**config.mk**
```make
export PLATFORM = sky130hd
export DESIGN_NAME = bafrc_ctrl
export DESIGN_NICKNAME = d
export VERILOG_FILES = /design/src/bafrc_pkg.sv /design/src/bafrc_ctrl.sv
export SDC_FILE = /design/constraint.sdc
export NUM_CORES = 1
export LEC_CHECK = 0
export ABC_AREA = 1
export BUFFER_PORTS_ARGS = -buffer_cell sky130_fd_sc_hd__buf_4
export CORE_ASPECT_RATIO = 0.9
export CORE_MARGIN = 2
export CORE_UTILIZATION = 56
export CTS_BUF_LIST = sky130_fd_sc_hd__clkbuf_16
export CTS_CLUSTER_DIAMETER = 120
export CTS_CLUSTER_SIZE = 20
export DETAILED_ROUTE_END_ITERATION = 7
export PLACE_DENSITY_LB_ADDON = 0.05
export SLEW_MARGIN = 20
export SYNTH_ARGS = -nofsm -noshare
export SYNTH_HDL_FRONTEND = slang
export SYNTH_SLANG_ARGS = --single-unit
```
**constraint.sdc**
```tcl
create_clock -name clk -period 21.8 [get_ports clk]
set_clock_uncertainty 0.05 [all_clocks]
set_input_delay 0 -clock clk [delete_from_list [all_inputs] [get_ports clk]]
set_output_delay 0 -clock clk [all_outputs]
set_load 0.01 [all_outputs]
```
**src/bafrc_pkg.sv**
```systemverilog
// Shared types, constants and helpers for the bit array range-count block.
package bafrc_pkg;

    localparam int POS_W      = 16;
    localparam int WORD_SHIFT = 6;
    localparam int WORD_W     = 64;
    localparam int WIDX_W     = POS_W - WORD_SHIFT;
    localparam int COUNT_W    = 17;
    localparam int POPC_W     = 7;

    typedef enum logic [2:0] {
        ST_CLEAR,
        ST_IDLE,
        ST_TG_WRITE,
        ST_UP_WRITE,
        ST_PF_RUN,
        ST_RESULT
    } state_t;

    // population count of one 64-bit word, summed as a balanced adder tree
    function automatic logic [POPC_W-1:0] popcount64(input logic [WORD_W-1:0] w);
        logic [1:0] s1 [32];
        logic [2:0] s2 [16];
        logic [3:0] s3 [8];
        logic [4:0] s4 [4];
        logic [5:0] s5 [2];
        for (int i = 0; i < 32; i++)
        begin
            s1[i] = {1'b0, w[2*i]} + {1'b0, w[2*i+1]};
        end
        for (int i = 0; i < 16; i++)
        begin
            s2[i] = {1'b0, s1[2*i]} + {1'b0, s1[2*i+1]};
        end
        for (int i = 0; i < 8; i++)
        begin
            s3[i] = {1'b0, s2[2*i]} + {1'b0, s2[2*i+1]};
        end
        for (int i = 0; i < 4; i++)
        begin
            s4[i] = {1'b0, s3[2*i]} + {1'b0, s3[2*i+1]};
        end
        for (int i = 0; i < 2; i++)
        begin
            s5[i] = {1'b0, s4[2*i]} + {1'b0, s4[2*i+1]};
        end
        return {1'b0, s5[0]} + {1'b0, s5[1]};
    endfunction

endpackage

```
**src/bafrc_ctrl.sv**
```systemverilog
// Sequencer and datapath: clearing pass, toggle with tree update, range query.
module bafrc_ctrl #(
    parameter int POSITIONS   = 65536,
    parameter int BLOCK_SHIFT = 6,
    parameter int WORDS       = (POSITIONS + 63) >> 6,
    parameter int BLOCKS      = (POSITIONS + (1 << BLOCK_SHIFT) - 1) >> BLOCK_SHIFT,
    parameter int WAW         = $clog2(WORDS),
    parameter int TNW         = $clog2(BLOCKS + 1)
) (
    input  logic                             clk,
    input  logic                             rst_n,
    // input channel
    input  logic                             in_valid,
    output logic                             in_ready,
    input  logic                             kind,
    input  logic [bafrc_pkg::POS_W-1:0]      first_position,
    input  logic [bafrc_pkg::POS_W-1:0]      last_position,
    // output channel
    output logic                             out_valid,
    input  logic                             out_ready,
    output logic [bafrc_pkg::COUNT_W-1:0]    lit_count,
    // bit store RAM
    output logic                             w_we,
    output logic [WAW-1:0]                   w_waddr,
    output logic [bafrc_pkg::WORD_W-1:0]     w_wdata,
    output logic                             w_re,
    output logic [WAW-1:0]                   w_raddr,
    input  logic [bafrc_pkg::WORD_W-1:0]     w_rdata,
    // count tree RAM
    output logic                             t_we,
    output logic [TNW-1:0]                   t_waddr,
    output logic [bafrc_pkg::COUNT_W-1:0]    t_wdata,
    output logic                             t_re,
    output logic [TNW-1:0]                   t_raddr,
    input  logic [bafrc_pkg::COUNT_W-1:0]    t_rdata
);

    localparam int POS_W   = bafrc_pkg::POS_W;
    localparam int WIDX_W  = bafrc_pkg::WIDX_W;
    localparam int WORD_W  = bafrc_pkg::WORD_W;
    localparam int COUNT_W = bafrc_pkg::COUNT_W;
    localparam int CLR_N   = (WORDS > BLOCKS + 1) ? WORDS : BLOCKS + 1;
    localparam int CLW     = $clog2(CLR_N);

    bafrc_pkg::state_t state_reg, state_next;

    logic [CLW-1:0]     clr_cnt_reg, clr_cnt_next;
    logic [POS_W-1:0]   p_reg, p_next;
    logic [POS_W-1:0]   lo_reg, lo_next;
    logic               second_reg, second_next;
    logic               phase_reg, phase_next;
    logic               inc_reg, inc_next;
    logic [WIDX_W-1:0]  wcur_reg, wcur_next;
    logic               wmore_reg, wmore_next;
    logic               wpend_reg, wpend_next;
    logic [WORD_W-1:0]  wmask_reg, wmask_next;
    logic [TNW-1:0]     node_reg, node_next;
    logic               tpend_reg, tpend_next;
    logic [COUNT_W-1:0] psum_reg, psum_next;
    logic [COUNT_W-1:0] total_reg, total_next;
    logic [COUNT_W-1:0] res_reg, res_next;
    logic               out_valid_reg, out_valid_next;
    logic [COUNT_W-1:0] lit_count_reg, lit_count_next;

    // query operand ordering and range clipping
    logic             in_acc;
    logic [POS_W-1:0] q_lo, q_hi, q_hi_sat;
    logic             q_lo_out, q_hi_out;

    assign in_acc   = in_valid && in_ready;
    assign q_lo     = (first_position > last_position) ? last_position : first_position;
    assign q_hi     = (first_position > last_position) ? first_position : last_position;
    assign q_lo_out = 32'(q_lo) >= POSITIONS;
    assign q_hi_out = 32'(q_hi) >= POSITIONS;
    assign q_hi_sat = q_hi_out ? POS_W'(POSITIONS - 1) : q_hi;

    // partial block scan: word range and per-word mask for the current prefix
    logic [POS_W-1:0]  bstart;
    logic [5:0]        lo_off, hi_off;
    logic [WORD_W-1:0] cur_mask;
    logic              pf_done;

    assign bstart   = (p_reg >> BLOCK_SHIFT) << BLOCK_SHIFT;
    assign lo_off   = (wcur_reg == bstart[POS_W-1:6]) ? bstart[5:0] : 6'd0;
    assign hi_off   = (wcur_reg == p_reg[POS_W-1:6]) ? p_reg[5:0] : 6'd63;
    assign cur_mask = ({WORD_W{1'b1}} << lo_off) & ({WORD_W{1'b1}} >> (6'd63 - hi_off));
    assign pf_done  = !wmore_reg && (node_reg == '0) && !wpend_reg && !tpend_reg;

    // tree walk helpers
    logic [TNW-1:0] node_low;
    logic [TNW:0]   node_up;

    assign node_low = node_reg & (~node_reg + TNW'(1));
    assign node_up  = {1'b0, node_reg} + {1'b0, node_low};

    // toggle helpers
    logic [WORD_W-1:0] tg_word;
    logic              tg_newbit;
    logic [POS_W-1:0]  tg_blk1;

    assign tg_word   = w_rdata ^ (WORD_W'(1) << p_reg[5:0]);
    assign tg_newbit = tg_word[p_reg[5:0]];
    assign tg_blk1   = (p_reg >> BLOCK_SHIFT) + POS_W'(1);

    // prefix start for the second (lower) bound
    logic [POS_W-1:0] lo_bstart;
    assign lo_bstart = (lo_reg >> BLOCK_SHIFT) << BLOCK_SHIFT;

    // state register
    always_ff @(posedge clk or negedge rst_n)
    begin
        if (!rst_n)
        begin
            state_reg     <= bafrc_pkg::ST_CLEAR;
            clr_cnt_reg   <= '0;
            out_valid_reg <= 1'b0;
            wmore_reg     <= 1'b0;
            wpend_reg     <= 1'b0;
            tpend_reg     <= 1'b0;
            phase_reg     <= 1'b0;
        end
        else
        begin
            state_reg     <= state_next;
            clr_cnt_reg   <= clr_cnt_next;
            out_valid_reg <= out_valid_next;
            wmore_reg     <= wmore_next;
            wpend_reg     <= wpend_next;
            tpend_reg     <= tpend_next;
            phase_reg     <= phase_next;
        end
    end

    // payload registers
    always_ff @(posedge clk)
    begin
        p_reg         <= p_next;
        lo_reg        <= lo_next;
        second_reg    <= second_next;
        inc_reg       <= inc_next;
        wcur_reg      <= wcur_next;
        wmask_reg     <= wmask_next;
        node_reg      <= node_next;
        psum_reg      <= psum_next;
        total_reg     <= total_next;
        res_reg       <= res_next;
        lit_count_reg <= lit_count_next;
    end

    // next state
    always_comb
    begin
        state_next = state_reg;
        case (state_reg)
            bafrc_pkg::ST_CLEAR:
            begin
                if (int'(clr_cnt_reg) == CLR_N - 1)
                begin
                    state_next = bafrc_pkg::ST_IDLE;
                end
            end
            bafrc_pkg::ST_IDLE:
            begin
                if (in_acc)
                begin
                    if (!kind)
                    begin
                        if (32'(first_position) < POSITIONS)
                        begin
                            state_next = bafrc_pkg::ST_TG_WRITE;
                        end
                    end
                    else if (q_lo_out)
                    begin
                        state_next = bafrc_pkg::ST_RESULT;
                    end
                    else
                    begin
                        state_next = bafrc_pkg::ST_PF_RUN;
                    end
                end
            end
            bafrc_pkg::ST_TG_WRITE:
            begin
                state_next = bafrc_pkg::ST_UP_WRITE;
            end
            bafrc_pkg::ST_UP_WRITE:
            begin
                if (32'(node_up) > BLOCKS)
                begin
                    state_next = bafrc_pkg::ST_IDLE;
                end
            end
            bafrc_pkg::ST_PF_RUN:
            begin
                if (pf_done && (phase_reg || !second_reg))
                begin
                    state_next = bafrc_pkg::ST_RESULT;
                end
            end
            bafrc_pkg::ST_RESULT:
            begin
                if (!out_valid_reg || out_ready)
                begin
                    state_next = bafrc_pkg::ST_IDLE;
                end
            end
            default:
            begin
                state_next = bafrc_pkg::ST_IDLE;
            end
        endcase
    end

    // datapath and memory controls
    always_comb
    begin
        clr_cnt_next   = clr_cnt_reg;
        p_next         = p_reg;
        lo_next        = lo_reg;
        second_next    = second_reg;
        phase_next     = phase_reg;
        inc_next       = inc_reg;
        wcur_next      = wcur_reg;
        wmore_next     = wmore_reg;
        wpend_next     = 1'b0;
        wmask_next     = wmask_reg;
        node_next      = node_reg;
        tpend_next     = 1'b0;
        psum_next      = psum_reg;
        total_next     = total_reg;
        res_next       = res_reg;
        out_valid_next = out_valid_reg && !out_ready;
        lit_count_next = lit_count_reg;
        in_ready       = 1'b0;
        w_we           = 1'b0;
        w_waddr        = WAW'(p_reg[POS_W-1:6]);
        w_wdata        = tg_word;
        w_re           = 1'b0;
        w_raddr        = WAW'(wcur_reg);
        t_we           = 1'b0;
        t_waddr        = node_reg;
        t_wdata        = t_rdata + (inc_reg ? COUNT_W'(1) : {COUNT_W{1'b1}});
        t_re           = 1'b0;
        t_raddr        = node_reg;

        case (state_reg)
            bafrc_pkg::ST_CLEAR:
            begin
                clr_cnt_next = clr_cnt_reg + CLW'(1);
                w_we         = int'(clr_cnt_reg) < WORDS;
                w_waddr      = WAW'(clr_cnt_reg);
                w_wdata      = '0;
                t_we         = int'(clr_cnt_reg) < BLOCKS + 1;
                t_waddr      = TNW'(clr_cnt_reg);
                t_wdata      = '0;
            end
            bafrc_pkg::ST_IDLE:
            begin
                in_ready = 1'b1;
                if (in_acc)
                begin
                    if (!kind)
                    begin
                        // fetch the word holding the bit to flip
                        p_next  = first_position;
                        w_re    = 1'b1;
                        w_raddr = WAW'(first_position[POS_W-1:6]);
                    end
                    else
                    begin
                        res_next    = '0;
                        p_next      = q_hi_sat;
                        lo_next     = q_lo - POS_W'(1);
                        second_next = q_lo != '0;
                        phase_next  = 1'b0;
                        psum_next   = '0;
                        wcur_next   = WIDX_W'(((q_hi_sat >> BLOCK_SHIFT) << BLOCK_SHIFT) >> 6);
                        wmore_next  = 1'b1;
                        node_next   = TNW'(q_hi_sat >> BLOCK_SHIFT);
                    end
                end
            end
            bafrc_pkg::ST_TG_WRITE:
            begin
                // write flipped word, start the tree update at block + 1
                w_we      = 1'b1;
                inc_next  = tg_newbit;
                node_next = TNW'(tg_blk1);
                t_re      = 1'b1;
                t_raddr   = TNW'(tg_blk1);
            end
            bafrc_pkg::ST_UP_WRITE:
            begin
                // write this node, read the next one on the update path
                t_we = 1'b1;
                if (32'(node_up) <= BLOCKS)
                begin
                    node_next = TNW'(node_up);
                    t_re      = 1'b1;
                    t_raddr   = TNW'(node_up);
                end
            end
            bafrc_pkg::ST_PF_RUN:
            begin
                // fold in the beats read last cycle
                psum_next = psum_reg
                          + (wpend_reg ? COUNT_W'(bafrc_pkg::popcount64(w_rdata & wmask_reg))
                                       : COUNT_W'(0))
                          + (tpend_reg ? t_rdata : COUNT_W'(0));
                // scan the partial block one word a cycle
                if (wmore_reg)
                begin
                    w_re       = 1'b1;
                    wpend_next = 1'b1;
                    wmask_next = cur_mask;
                    wcur_next  = wcur_reg + WIDX_W'(1);
                    wmore_next = wcur_reg != p_reg[POS_W-1:6];
                end
                // walk the tree toward the root
                if (node_reg != '0)
                begin
                    t_re       = 1'b1;
                    tpend_next = 1'b1;
                    node_next  = node_reg - node_low;
                end
                if (pf_done)
                begin
                    if (!phase_reg)
                    begin
                        total_next = psum_reg;
                        res_next   = psum_reg;
                        if (second_reg)
                        begin
                            phase_next = 1'b1;
                            p_next     = lo_reg;
                            psum_next  = '0;
                            wcur_next  = WIDX_W'(lo_bstart >> 6);
                            wmore_next = 1'b1;
                            node_next  = TNW'(lo_reg >> BLOCK_SHIFT);
                        end
                    end
                    else
                    begin
                        res_next = total_reg - psum_reg;
                    end
                end
            end
            bafrc_pkg::ST_RESULT:
            begin
                if (!out_valid_reg || out_ready)
                begin
                    out_valid_next = 1'b1;
                    lit_count_next = res_reg;
                end
            end
            default:
            begin
            end
        endcase
    end

    assign out_valid = out_valid_reg;
    assign lit_count = lit_count_reg;

endmodule

```
# == Yosys cells after proc, flatten, opt, wreduce, memory -nomap -nowiden ==
# Cells that the tools add are included.
# W data, S select, Z words.
# totals
word_cells,232
reg_bits,206
inputBits,118
# classes
n_addsub,75
reduce_logical,29
n_lt_le_gt_ge,6
shifts,2
muxes,80
n_eq_ne,17
n_bitwise,5
# op_table
op,count
$mux W17,10
$mux W16,7
$mux W10,10
$mux W11,8
$pmux W17 S2,2
$add A1 B1 Y2,32
$and A64 B64 Y64,1
$mux W64,1
$shl A1 B6 Y64 const A,1
$shr A64 B6 Y64 const A,1
$xor A64 B64 Y64,1
$add A2 B2 Y3,16
$pmux W11 S4,1
$add A17 B17 Y17,2
$add A3 B3 Y4,8
$pmux W16 S2,1
$add A11 B1 Y11 const B,2
$lt A11 B11 Y1 const B,2
$mux W1,22
$pmux W11 S2,1
$add A4 B4 Y5,4
$pmux W10 S2,1
$mux W3,6
$ne A2 B2 Y1 const B,9
42 further kinds,65

# == Longest topological paths before layout ==
# logic_depth
word_depth,14
mapped_depth,38
ltp_nobuf,38

# == Least setup slack after synthesis ==
# No wires, ideal clock.
# synth_path
kind,register -> register
start,reg wmask_reg[1]
end,reg psum_reg[11] (data pin)
synth_period_minus_slack_ps,7946
setup_ps,146
arrival_ps,7750
n_path_buf,0
slack_ps,13854
path_stages_with_launch,33
cell_sequence,edfxtp_1 nand2_1 inv_1 fa_1 inv_1 fa_1 fa_1 fa_1 fa_1 fa_1 fa_1 fa_1 inv_1 ha_1 inv_1 fa_1 o31ai_1 inv_1 nor2_1 o21ai_0 a21oi_1 fa_1 ha_1 nand2_1 inv_1 nand4_1 and3_1 o21ai_0 nand2_1 nand2_1 a21oi_1 or2_2 a21oi_1
# synth_via
elab_chain_len,14
# synth_lines
element,line_no,source
from (decl),bafrc_ctrl.sv:56,"logic [WORD_W-1:0] wmask_reg, wmask_next;"
from (signal assigned),bafrc_ctrl.sv:142,wmask_reg <= wmask_next;
$and A64 B64 Y64 *,bafrc_ctrl.sv:308,+ (wpend_reg ? COUNT_W'(bafrc_pkg::popcount64(w_rdata & wmask_reg))
$add A1 B1 Y2 *,bafrc_pkg.sv:29,"s1[i] = {1'b0, w[2*i]} + {1'b0, w[2*i+1]};"
$add A2 B2 Y3 *,bafrc_pkg.sv:33,"s2[i] = {1'b0, s1[2*i]} + {1'b0, s1[2*i+1]};"
$add A3 B3 Y4 *,bafrc_pkg.sv:37,"s3[i] = {1'b0, s2[2*i]} + {1'b0, s2[2*i+1]};"
$add A4 B4 Y5 *,bafrc_pkg.sv:41,"s4[i] = {1'b0, s3[2*i]} + {1'b0, s3[2*i+1]};"
$add A5 B5 Y6 *,bafrc_pkg.sv:45,"s5[i] = {1'b0, s4[2*i]} + {1'b0, s4[2*i+1]};"
$add A6 B6 Y7 *,bafrc_pkg.sv:47,"return {1'b0, s5[0]} + {1'b0, s5[1]};"
$mux W7 *,bafrc_ctrl.sv:308,
$add A17 B7 Y17 *,bafrc_ctrl.sv:308,
$add A17 B17 Y17 *,bafrc_ctrl.sv:310,+ (tpend_reg ? t_rdata : COUNT_W'(0));
$mux W17,bafrc_ctrl.sv:333,if (second_reg)
$mux W17,bafrc_ctrl.sv:329,if (!phase_reg)
$mux W17 *,bafrc_ctrl.sv:327,if (pf_done)
$pmux W17 S2 *,bafrc_ctrl.sv:247,case (state_reg)
to (signal assigned),bafrc_ctrl.sv:144,psum_reg <= psum_next;
to (decl),bafrc_ctrl.sv:59,"logic [COUNT_W-1:0] psum_reg, psum_next;"
# Mark *: on every way between the ends. The rest lies on a longest branch, timed or not.
# A chain may end at the register's enable or synchronous reset.

# == Worst setup path in the final report ==
# Ends and elaborated chain as after synthesis.

==> reports/results.ini <==
[synth]
ys_seq_area_share_pct = 34.8
yosys.cell_types.count = 57
syn_inst = 2241
syn_area_per_cell_um2 = 7.78
syn-cell-area_um2 = 17400
synth_nets = 2514
ys_ff_latch = 205
synth-warning-count = 0

[pwr]
cellInternalPower_w = 0.00145
power.share.sequential_pct = 21.3
power_density_nw_per_um2 = 146
sw_frac_of_total_pct = 51.6
clockPowerShare_pct = 8.8
leakage_nw = 9.54
p_sw_w = 0.00155
ir_worst_vdd_mv = 0.196
comb_power_share_pct = 69.9

[setup_path]
rr_startpoint = wmask_reg[1]
cp_max_fo = 5
start_kind = register
crit_buf_inv = 6
end_kind = register
slowest_stage = fa_1
worst_path_largest_cell_delay_ns = 0.53
critical_path_arrival_ns = 8.84
required_ns = 22.06
cpMostUsedCell = fa_1
reg2reg_setup_slack_ns = 13.22
r2r_cells = 32
critPathTopFamily = adder cells
path_class = reg -> reg
r2r_end = psum_reg[11]

[placement]
place.gp.congestion = 1.02
placed_cell_area_um2 = 19800
dp_hpwl_mm = 45.3
pre_cts_slack_ns = 13.28
port_buffers = 263

[sta]
setup_viol = 0
tns_ns = 0
finalCritPeriodShare_pct = 39.4
final_hold_viol_count = 0
rsz0062_at_grt = false
max_slew.worst_pin.slew_ns = 0.925
drv_slew = 0
timing.fmax_ghz = 0.117
slew-limit-headroom_pct = 38.2
fin_ws_ns = 13.22
post-route-min-period_ns = 8.58

[cells_and_area]
largest_register_ffs = 63
drive_gt1_share_pct = 15.2
syn_to_final_growth_pct = 17.8
diodes = 0
fillers = 2687
final_common_cell = nand2_1
final_core_util_pct = 66.7
final_nets = 2778
design_area_um2 = 20500
final_cell_mix = nand2_1, inv_1, buf_4

[clock_network]
cts_max_level = 1
cts_buffers = 14
clockBufferDepth = 3
cts_setup_buffers = 0
root_buffer = clkbuf_16
clk_latency_ns = 0.47
cts.clk_slew.worst_paths_ns = 0.09
cts_sinks = 205
cts_tree = yes

[floorplanning]
start_util_pct = 56.7
die_area_um2 = 32600
core_um2 = 30800
rows = 61
boundaryPins = 264
dieHeight_um = 171
fp.dieW_um = 190

[grt]
grt_max_degree = 72
antenna_found_initial = 0
grt-ovfl-total = 0
grt_use_total_pct = 34.3
grt_pass1_vias = 15739
grt_pass1_wl_mm = 86.0

[worst_hold_path]
min_from = last_position[10]
hold_class = in -> reg
hold_end = p_reg[10]
whs_path_depth = 5

[detailed_routing]
wirelength_mm = 56.5
met2WireLength_mm = 24.5
drt_pass1_iterations = 6
vias = 16615
wl_met3_mm = 6.42
drt_iter0_markers = 1915
wire_per_inst_um = 19.3
highest_layer = met5
viasPerCell = 5.69
wl_met1_mm = 24.4
ant_nets = 0
drc = 0

[flow_run]
max_cap_violations = 0

[run_status]
outcome = completed

-- routing by layer --
| layer | global-route usage, % | vias to the layer above |
|---|---|---|
| li1 | - | 7837 |
| met1 | 48.7 | 7836 |
| met5 | 1.69 | - |
| met4 | 7.52 | 2 |
| met3 | 10.4 | 83 |
| met2 | 51.7 | 857 |
-- worst max-delay path by stage --
stage	startpoint	endpoint	cells after the start
2_1_floorplan	wmask_reg[1]	psum_reg[11]	32
3_3_place_gp	wmask_reg[1]	psum_reg[11]	32
3_5_place_dp	wmask_reg[1]	psum_reg[11]	32
4_1_cts	wmask_reg[1]	psum_reg[11]	32
5_1_grt	wmask_reg[1]	psum_reg[11]	32
6_report	wmask_reg[1]	psum_reg[11]	32
-- metrics by stage --
stage	power, W	hold slack [ns]	cells
finish	0.00300	0.0208	2922
global route	0.00327	0.0450	2922
CTS	0.00296	0.000483	2922
detailed placement	0.00269	-0.160	2863
global placement	0.00262	-0.158	2863
floorplan	0.00202	-0.346	2241
-- kinds of logic (layout without fill, tap and decap cells) --
logic type | Yosys count | after routing | synth area share [%]
AND/OR/NAND/NOR | 911 | 911 | 22.8
buffers and inverters | 443 | 715 | 9.88
AO/OA/AOI/OAI | 411 | 411 | 12.9
flip-flops | 205 | 205 | 34.8
adder cells (fa/ha/maj) | 155 | 155 | 13.9
XOR/XNOR | 116 | 116 | 5.83
-- power by group through the flow --
stage / clock network [W] / registers (W) / logic [W]
after CTS: 0.000266 / 0.000636 / 0.00206
after detailed placement: 0 / 0.000645 / 0.00204
after global routing: 0.000280 / 0.000648 / 0.00235
after floorplan: 0 / 0.000617 / 0.00141
final: 0.000265 / 0.000638 / 0.00209
after global placement: 0 / 0.000641 / 0.00198
-- cell type report --
| class | count | area, um^2 | share of cell area [%] |
|---|---|---|---|
| Clock inverter | 9 | 46.3 | 0.226 |
| Timing Repair Buffer | 316 | 2460 | 12.0 |
| Sequential cell | 205 | 6060 | 29.5 |
| Multi-Input combinational cell | 1593 | 9660 | 47.1 |
| Clock buffer | 15 | 375 | 1.83 |
| Tap cell | 409 | 512 | 2.49 |
| Inverter | 375 | 1410 | 6.87 |
-- synthesized netlist by cell type, drive strengths merged --
cell,instances,area [um^2]
nor3b,1,7.51
a31o,1,8.76
a31oi,9,56.3
o2111ai,6,52.6
nor4,3,18.8
edfxtp,186,5590
nor2,273,1170
o21ai,229,1170
a21boi,2,15.0
o22ai,11,68.8
nor3,27,140
clkinv,4,15.0
a211oi,4,30.0
xnor2,53,464
clkbuf,40,151
inv,371,1400
o21bai,4,30.0
and3,1,6.26
a32oi,1,8.76
xor2,63,552
o31ai,3,22.5
ha,91,1140
o221ai,2,17.5
o21a,3,22.5
or2,8,52.6
and2,1,7.51
dfrtp,19,475
o311ai,2,17.5
a21o,5,37.5
nand4,27,175
nand3b,5,37.5
a21oi,113,566
nand3,118,613
fa,64,1280
buf,28,160
o211ai,16,120
nand2,447,1740
-- repair_timing --
action / in CTS / in global routing
hold endpoints to repair: 52 / 0
hold buffers: 35 / 0
gates resized for setup: 0 / 0
-- worst min-delay path, delay by kind of cell --
family / cells / cell delay [ns]
AOI/OAI and AO/OA: 2 / 0.18
buffers and inverters: 2 / 0.15
and+or+nand+nor: 1 / 0.08
Power figures use the tool's default switching activity.
